File: config.mk
export PLATFORM = sky130hd
export DESIGN_NAME = tsg_voice
export DESIGN_NICKNAME = d
export VERILOG_FILES = /design/src/hw/rtl/tsg_pkg.sv /design/src/hw/rtl/tsg_voice.sv
export SDC_FILE = /design/constraint.sdc
export NUM_CORES = 2
export LEC_CHECK = 0
export BUFFER_PORTS_ARGS = -buffer_cell sky130_fd_sc_hd__buf_4
export CORE_AREA = 10 10 465 467
export DETAILED_ROUTE_END_ITERATION = 12
export DIE_AREA = 0 0 475 477
export SLEW_MARGIN = 20
export SYNTH_ARGS = -nofsm -noshare
export SYNTH_HDL_FRONTEND = slang
export SYNTH_SLANG_ARGS = --single-unit
export TNS_END_PERCENT = 1
File: constraint.sdc
create_clock -name clk -period 25.8 [get_ports clk]
set_input_delay 5.16 -clock clk [delete_from_list [all_inputs] [get_ports clk]]
set_output_delay 5.16 -clock clk [all_outputs]
set_load 0.05 [all_outputs]
File: src/hw/rtl/tsg_pkg.sv
package tsg_pkg;

	// Number of voices mixed into one sample
	localparam int VOICE_COUNT = 3;

	// Field widths
	localparam int CMD_W    = 2;
	localparam int VOICE_W  = 2;
	localparam int STEP_W   = 19;
	localparam int LEN_W    = 20;
	localparam int IDX_W    = 7;
	localparam int VAL_W    = 13;
	localparam int SAMPLE_W = 15;
	localparam int DEG_W    = 9;
	localparam int LVL_W    = 5;

	// Mixer width: sum of all voices, doubled, minus the offset, signed
	localparam int MIX_W = $clog2(VOICE_COUNT * 4097) + 2;

	localparam int STORE_DEPTH = 91;

	localparam logic [STEP_W:0]   FULL_TURN  = (STEP_W+1)'(360000);
	localparam logic [STEP_W-1:0] STEP_MAX   = STEP_W'(359999);
	localparam logic [VAL_W-1:0]  TOP_CODE   = VAL_W'(4096);
	localparam logic [VAL_W-1:0]  MID_CODE   = VAL_W'(12'h800);
	localparam logic [MIX_W-1:0]  MIX_OFFSET = MIX_W'(12 * 1024);

	localparam logic [DEG_W-1:0] DEG_QUARTER = DEG_W'(90);
	localparam logic [DEG_W-1:0] DEG_HALF    = DEG_W'(180);
	localparam logic [DEG_W-1:0] DEG_3QUART  = DEG_W'(270);
	localparam logic [DEG_W-1:0] DEG_FULL    = DEG_W'(360);

	// Envelope levels in sixteenths
	localparam logic [LVL_W-1:0] LVL_ATTACK  = LVL_W'(15);
	localparam logic [LVL_W-1:0] LVL_PEAK    = LVL_W'(16);
	localparam logic [LVL_W-1:0] LVL_SUSTAIN = LVL_W'(15);
	localparam logic [LVL_W-1:0] LVL_RELEASE = LVL_W'(10);

	typedef enum logic [CMD_W-1:0] {
		CMD_TICK = 2'd0,
		CMD_NOTE = 2'd1,
		CMD_LOAD = 2'd2
	} cmd_t;

	// Per-voice pipeline controls
	typedef struct packed {
		logic tick;
		logic note;
		logic load;
		logic en_s3;
		logic en_s4;
		logic en_s5;
	} voice_ctrl_t;

	// Reciprocal constants, exact over the ranges used
	localparam int                 D1000_S = 29;
	localparam logic [19:0]        D1000_K = 20'd536871;
	localparam int                 D10_IN_W = 24;
	localparam int                 D10_S = 28;
	localparam logic [24:0]        D10_K = 25'd26843546;

	// Millidegrees (below 360000) to whole degrees
	function automatic logic [DEG_W-1:0] div1000(input logic [STEP_W-1:0] p);
		logic [STEP_W+19:0] prod;
		prod = (STEP_W+20)'(p) * (STEP_W+20)'(D1000_K);
		return prod[D1000_S +: DEG_W];
	endfunction

	// Floor of x/10 for x up to 9 * (2^20 - 1)
	function automatic logic [LEN_W-1:0] div10(input logic [D10_IN_W-1:0] x);
		logic [D10_IN_W+24:0] prod;
		prod = (D10_IN_W+25)'(x) * (D10_IN_W+25)'(D10_K);
		return prod[D10_S +: LEN_W];
	endfunction

endpackage

File: src/hw/rtl/tsg_voice.sv
module tsg_voice (
	input  logic                        clk,
	input  logic                        arst_n,
	input  tsg_pkg::voice_ctrl_t        ctrl,
	input  logic [tsg_pkg::STEP_W-1:0]  step,
	input  logic [tsg_pkg::LEN_W-1:0]   len,
	input  logic [tsg_pkg::IDX_W-1:0]   idx,
	input  logic [tsg_pkg::VAL_W-1:0]   val,
	output logic [tsg_pkg::VAL_W-1:0]   scaled
);
	import tsg_pkg::*;

	// Voice state
	logic [STEP_W-1:0] phase_acc_q;
	logic [STEP_W-1:0] active_step_q;
	logic [STEP_W-1:0] pending_step_q;
	logic [LEN_W-1:0]  remaining_len_q;
	logic              note_pending_q;
	logic [LEN_W-1:0]  attack_mark_q;
	logic [LEN_W-1:0]  decay_mark_q;
	logic [LEN_W-1:0]  sustain_mark_q;
	logic [LVL_W-1:0]  level_q;

	logic [VAL_W-1:0] sine_mem_q [STORE_DEPTH];

	// Tick update
	logic              len_hit;
	logic [LEN_W-1:0]  rem_next;
	logic [STEP_W-1:0] pend_step;
	logic              pend_flag;
	logic [STEP_W:0]   sum_old;
	logic              gate;
	logic              adopt;
	logic [STEP_W-1:0] act_next;
	logic [STEP_W-1:0] base;
	logic [STEP_W:0]   sum_adopt;
	logic [STEP_W:0]   sum_sel;
	logic [STEP_W-1:0] phase_next;
	logic [LVL_W-1:0]  level_next;
	logic [LEN_W-1:0]  attack_new;
	logic [LEN_W-1:0]  decay_new;
	logic [LEN_W-1:0]  sustain_new;

	// Pipeline
	logic [STEP_W-1:0] phase_s2;
	logic [LVL_W-1:0]  level_s2;
	logic [DEG_W-1:0]  deg_s3;
	logic [LVL_W-1:0]  level_s3;
	logic [IDX_W-1:0]  addr;
	logic              inv;
	logic [VAL_W-1:0]  rd_s4;
	logic              inv_s4;
	logic [LVL_W-1:0]  level_s4;
	logic [VAL_W-1:0]  sine_val;
	logic signed [VAL_W:0]       dev;
	logic signed [VAL_W+LVL_W+1:0] prod;
	logic signed [VAL_W+LVL_W+1:0] quot;
	logic [VAL_W-1:0]  scaled_s5;

	always_comb begin
		len_hit   = (remaining_len_q == LEN_W'(1));
		rem_next  = (remaining_len_q != '0) ? remaining_len_q - LEN_W'(1) : '0;
		pend_step = len_hit ? '0 : pending_step_q;
		pend_flag = len_hit | note_pending_q;

		sum_old = {1'b0, phase_acc_q} + {1'b0, active_step_q};
		gate    = (sum_old >= FULL_TURN) || (active_step_q == '0);
		adopt   = gate && pend_flag;

		act_next  = adopt ? pend_step : active_step_q;
		base      = (adopt && (pend_step == '0)) ? '0 : phase_acc_q;
		sum_adopt = {1'b0, base} + {1'b0, pend_step};
		sum_sel   = adopt ? sum_adopt : sum_old;
		if (sum_sel >= FULL_TURN) begin
			phase_next = STEP_W'(sum_sel - FULL_TURN);
		end else begin
			phase_next = STEP_W'(sum_sel);
		end

		attack_new  = div10(D10_IN_W'(rem_next) * D10_IN_W'(9));
		decay_new   = div10(D10_IN_W'(rem_next) * D10_IN_W'(8));
		sustain_new = div10(D10_IN_W'(rem_next));

		// On adoption the attack mark sits below any nonzero length
		if (adopt) begin
			level_next = (rem_next != '0) ? LVL_ATTACK : LVL_RELEASE;
		end else if (gate) begin
			if (rem_next > attack_mark_q) begin
				level_next = LVL_ATTACK;
			end else if (rem_next > decay_mark_q) begin
				level_next = LVL_PEAK;
			end else if (rem_next > sustain_mark_q) begin
				level_next = LVL_SUSTAIN;
			end else begin
				level_next = LVL_RELEASE;
			end
		end else begin
			level_next = level_q;
		end
	end

	always_ff @(posedge clk or negedge arst_n) begin
		if (!arst_n) begin
			phase_acc_q     <= '0;
			active_step_q   <= '0;
			pending_step_q  <= '0;
			remaining_len_q <= '0;
			note_pending_q  <= 1'b1;
			attack_mark_q   <= '0;
			decay_mark_q    <= '0;
			sustain_mark_q  <= '0;
			level_q         <= LVL_PEAK;
		end else if (ctrl.tick) begin
			phase_acc_q     <= phase_next;
			active_step_q   <= act_next;
			pending_step_q  <= pend_step;
			remaining_len_q <= rem_next;
			note_pending_q  <= adopt ? 1'b0 : pend_flag;
			level_q         <= level_next;
			if (adopt) begin
				attack_mark_q  <= attack_new;
				decay_mark_q   <= decay_new;
				sustain_mark_q <= sustain_new;
			end
		end else if (ctrl.note) begin
			pending_step_q  <= step;
			remaining_len_q <= len;
			note_pending_q  <= 1'b1;
		end
	end

	// Fold the degree onto the quarter wave
	always_comb begin
		if (deg_s3 < DEG_QUARTER) begin
			addr = IDX_W'(deg_s3);
			inv  = 1'b0;
		end else if (deg_s3 < DEG_HALF) begin
			addr = IDX_W'(DEG_HALF - deg_s3);
			inv  = 1'b0;
		end else if (deg_s3 < DEG_3QUART) begin
			addr = IDX_W'(deg_s3 - DEG_HALF);
			inv  = 1'b1;
		end else begin
			addr = IDX_W'(DEG_FULL - deg_s3);
			inv  = 1'b1;
		end
	end

	always_ff @(posedge clk) begin
		if (ctrl.load) begin
			sine_mem_q[idx] <= val;
		end
		if (ctrl.tick) begin
			phase_s2 <= phase_next;
			level_s2 <= level_next;
		end
		if (ctrl.en_s3) begin
			deg_s3   <= div1000(phase_s2);
			level_s3 <= level_s2;
		end
		if (ctrl.en_s4) begin
			rd_s4    <= sine_mem_q[addr];
			inv_s4   <= inv;
			level_s4 <= level_s3;
		end
		if (ctrl.en_s5) begin
			scaled_s5 <= VAL_W'(quot + (VAL_W+LVL_W+2)'(MID_CODE));
		end
	end

	// Scale about mid code, truncate toward zero
	always_comb begin
		sine_val = inv_s4 ? TOP_CODE - rd_s4 : rd_s4;
		dev      = $signed({1'b0, sine_val}) - $signed({1'b0, MID_CODE});
		prod     = (VAL_W+LVL_W+2)'(dev) * $signed({1'b0, level_s4});
		if (prod < 0) begin
			quot = (prod + (VAL_W+LVL_W+2)'(15)) >>> 4;
		end else begin
			quot = prod >>> 4;
		end
	end

	assign scaled = scaled_s5;

endmodule

==> out/results.txt <==
status: finished, final reports clean
async set-or-reset flop fraction in the synthesized netlist: 8.94%
DIE AREA: 227,000 um2
Worst EP arrival: 13.39 ns
TritonCTS clock tree: built
PostCTS Resize Cnt: 0
startpoint types: flip-flop
PortBufs: 79
FF-to-FF setup slack: 13.00 ns
Synth Instances: 5,801
Skew-Pair Late Insertion Delay: 0.83 ns
Netlist cell types: 85
antenna violations before repair: 5
final wirelength: 194,000 um
Setup crit start: remaining_len_q[0]$_DFFE_PN0P_
global route overflow: 0
Hold Buf Count CTS: 0
Bufs on Longest Clock Path: 3
synthesized cell area: 82,200 um2
Mapped Avg Cell Area: 14.2 um2
top achievable clock speed: 78.1 MHz
setup TNS: 0 ns
top cells by area, synth: edfxtp_1 46%, ha_1 12%, fa_1 11%
max cap viols: 0
vias: 46,400
fin crit share: 49.6%
Nets: 7,313
cell mode on critical path: inv_1
Max FO, Critical Path: 18
critical path required time: 26.39 ns
hold_sp: level_s3[3]$_DFFE_PP_
r2r startpoint: remaining_len_q[0]$_DFFE_PN0P_
drt pass-1 iters: 6
Slew HR: 27.0%
Final HPWL DP: 135,000 um
# Post-CTS Setup Buffers: 0
Yosys Warn Count: 0
Hold Fails Final Rpt: 0
HP Class: reg2reg
CTS Root Cell: clkbuf_16
Synth top area share: 45.8%
# DRC: 0
critical path's slowest cell: nor3b_1
largest net degree at the start of global routing: 135
number of H-tree levels: 4
GPL Wtd Cong: 0.881
Layout Area Growth over Synthesis: 11.3%
Die Span Y: 477 um
CTS Sinks: 1,376
crit path kind: reg2reg
Post-DRT Antenna Nets: 0
Buf/Inv on CP: 9
Via density: 5.26
max incr delay on CP: 0.57 ns
drt initial violations: 3,243
sequential-to-total area share from yosys stat: 49.5%
first-pass GRT wire length: 300,000 um
core area: 206,000 um2
Worst-Margin Slew: 1.09 ns
clock-pin slew on the worst setup and hold paths: 0.06 ns
Period minus WS final: 12.80 ns
critical path's top delay family: adder cells
# IOs: 80
WL/cell: 22.0 um
Clock Skew: 0.0672 ns
# setup viols final: 0
Synth area leader: edfxtp_1
Rows: 167
Die W: 475 um
Inserted Clock Buffers: 146
Slew Viols, Final: 0
ys flop type: edfxtp_1
vias in the first global route: 49,100
Initial Util: 39.8%
Syn Nets: 7,100
gr usage total: 17.1%
post-synthesis register bit count: 1,376
EDFF count, synth: 1,253
Crit. End Element: flip-flop
RSZ-0062 raised after global routing: false
layout cells sized above 1: 13.6%
==> flip-flops by register name (all words and copies together), names as in the netlist, 9 cells and up <==
name             cells
sine_mem_q        1183
attack_mark_q       20
decay_mark_q        20
remaining_len_q     20
active_step_q       19
pending_step_q      19
phase_acc_q         19
phase_s2            19
rd_s4               13
scaled              13
deg_s3               9
==> layer usage <==
| metal | vias up | wire length (um) | track usage, % |
|---|---|---|---|
| li1 | 21400 | - | - |
| met1 | 23800 | 88100 | 24.1 |
| met2 | 1020 | 92100 | 27.7 |
| met3 | 234 | 9590 | 2.82 |
| met4 | 10 | 4050 | 3.96 |
| met5 | - | 62 | 0 |
==> synth_stat cells (7+ instances only) <==
library cell	instances
edfxtp_1	1253
inv_1	822
ha_1	769
fa_1	463
mux4_2	310
nor2_1	264
a21oi_1	213
nand2_1	205
o21ai_0	137
clkbuf_1	122
dfrtp_1	121
mux2i_1	110
nor2b_1	108
xnor2_1	94
a21o_1	77
and2_1	65
mux2_2	64
a211oi_1	62
xor2_1	58
nor3_1	51
nand3_1	47
nand2b_1	30
nand4_1	29
o31ai_1	25
o21a_1	24
a22o_1	21
and3_1	19
buf_2	19
nor4_1	19
buf_1	17
a31oi_1	15
o21bai_1	15
o211ai_1	13
or3_1	11
o21ai_1	9
or2_2	8
or4_1	8
and4_1	7
==> kinds of logic (layout without fill, tap and decap cells) <==
logic type / Yosys count / in the layout / synth area share (%)
AND/OR/NAND/NOR: 893 / 893 / 5.32
multiplexers: 488 / 488 / 10.8
other: 0 / 2 / 0
AO/OA/AOI/OAI: 677 / 677 / 5.26
buffers and inverters: 982 / 1299 / 4.52
adder cells (fa/ha/maj): 1232 / 1232 / 23.0
flip-flops: 1376 / 1376 / 49.5
XOR/XNOR: 153 / 153 / 1.64
==> cells in the final DEF (no fill, tap or decap), types with 62 or more instances in the layout <==
cell type and n:
edfxtp_1 1253, inv_1 822, ha_1 769, fa_1 463
mux4_2 310, nor2_1 255, buf_4 219, a21oi_1 212
nand2_1 204, clkbuf_16 146, o21ai_0 137, dfrtp_1 121
mux2i_1 110, nor2b_1 108, xnor2_1 93, a21o_1 77
and2_1 65, mux2_2 64, a211oi_1 62
==> cell type report <==
| cell class | instances | area [um2] |
|---|---|---|
| inverter | 823 | 3090 |
| timing repair buffer | 224 | 1740 |
| clock buffer | 188 | 3830 |
| antenna | 2 | 5.00 |
| clock inverter | 64 | 822 |
| tap | 2704 | 3380 |
| sequential | 1376 | 40700 |
| fill | 18300 | 115000 |
| multi-input combinational | 3443 | 37900 |
==> path summary, 6_finish.rpt <==
| path | endpoint | cells past startpoint |
|---|---|---|
| min | level_s4[3]$_DFFE_PP_ | 0 |
| max | attack_mark_q[19]$_DFFE_PN0P_ | 52 |
| max in group asynchronous | phase_acc_q[16]$_DFFE_PN0P_ | 2 |
| min in group asynchronous | decay_mark_q[1]$_DFFE_PN0P_ | 1 |
| min reg2reg | level_s4[3]$_DFFE_PP_ | 0 |
| max reg2reg | attack_mark_q[19]$_DFFE_PN0P_ | 52 |
==> per-stage QoR <==
stage | setup slack [ns] | cells | hold WS, ns | instance area (um2) | utilization (%)
6_report | 13.00 | 8824 | 0.422 | 91500 | 44.3
5_1_grt | 12.05 | 8822 | 0.431 | 91500 | 44.3
4_1_cts | 12.93 | 8821 | 0.419 | 91500 | 44.3
3_5_place_dp | 12.95 | 8569 | 0.405 | 86800 | 42.0
3_3_place_gp | 13.06 | 8569 | 0.409 | 86800 | 42.0
2_1_floorplan | 13.94 | 5801 | 0.400 | 82200 | -
Power is left out: the tool's default activity adds up to more than one toggle a clock period on the data nets, which glitch-free logic cannot reach.
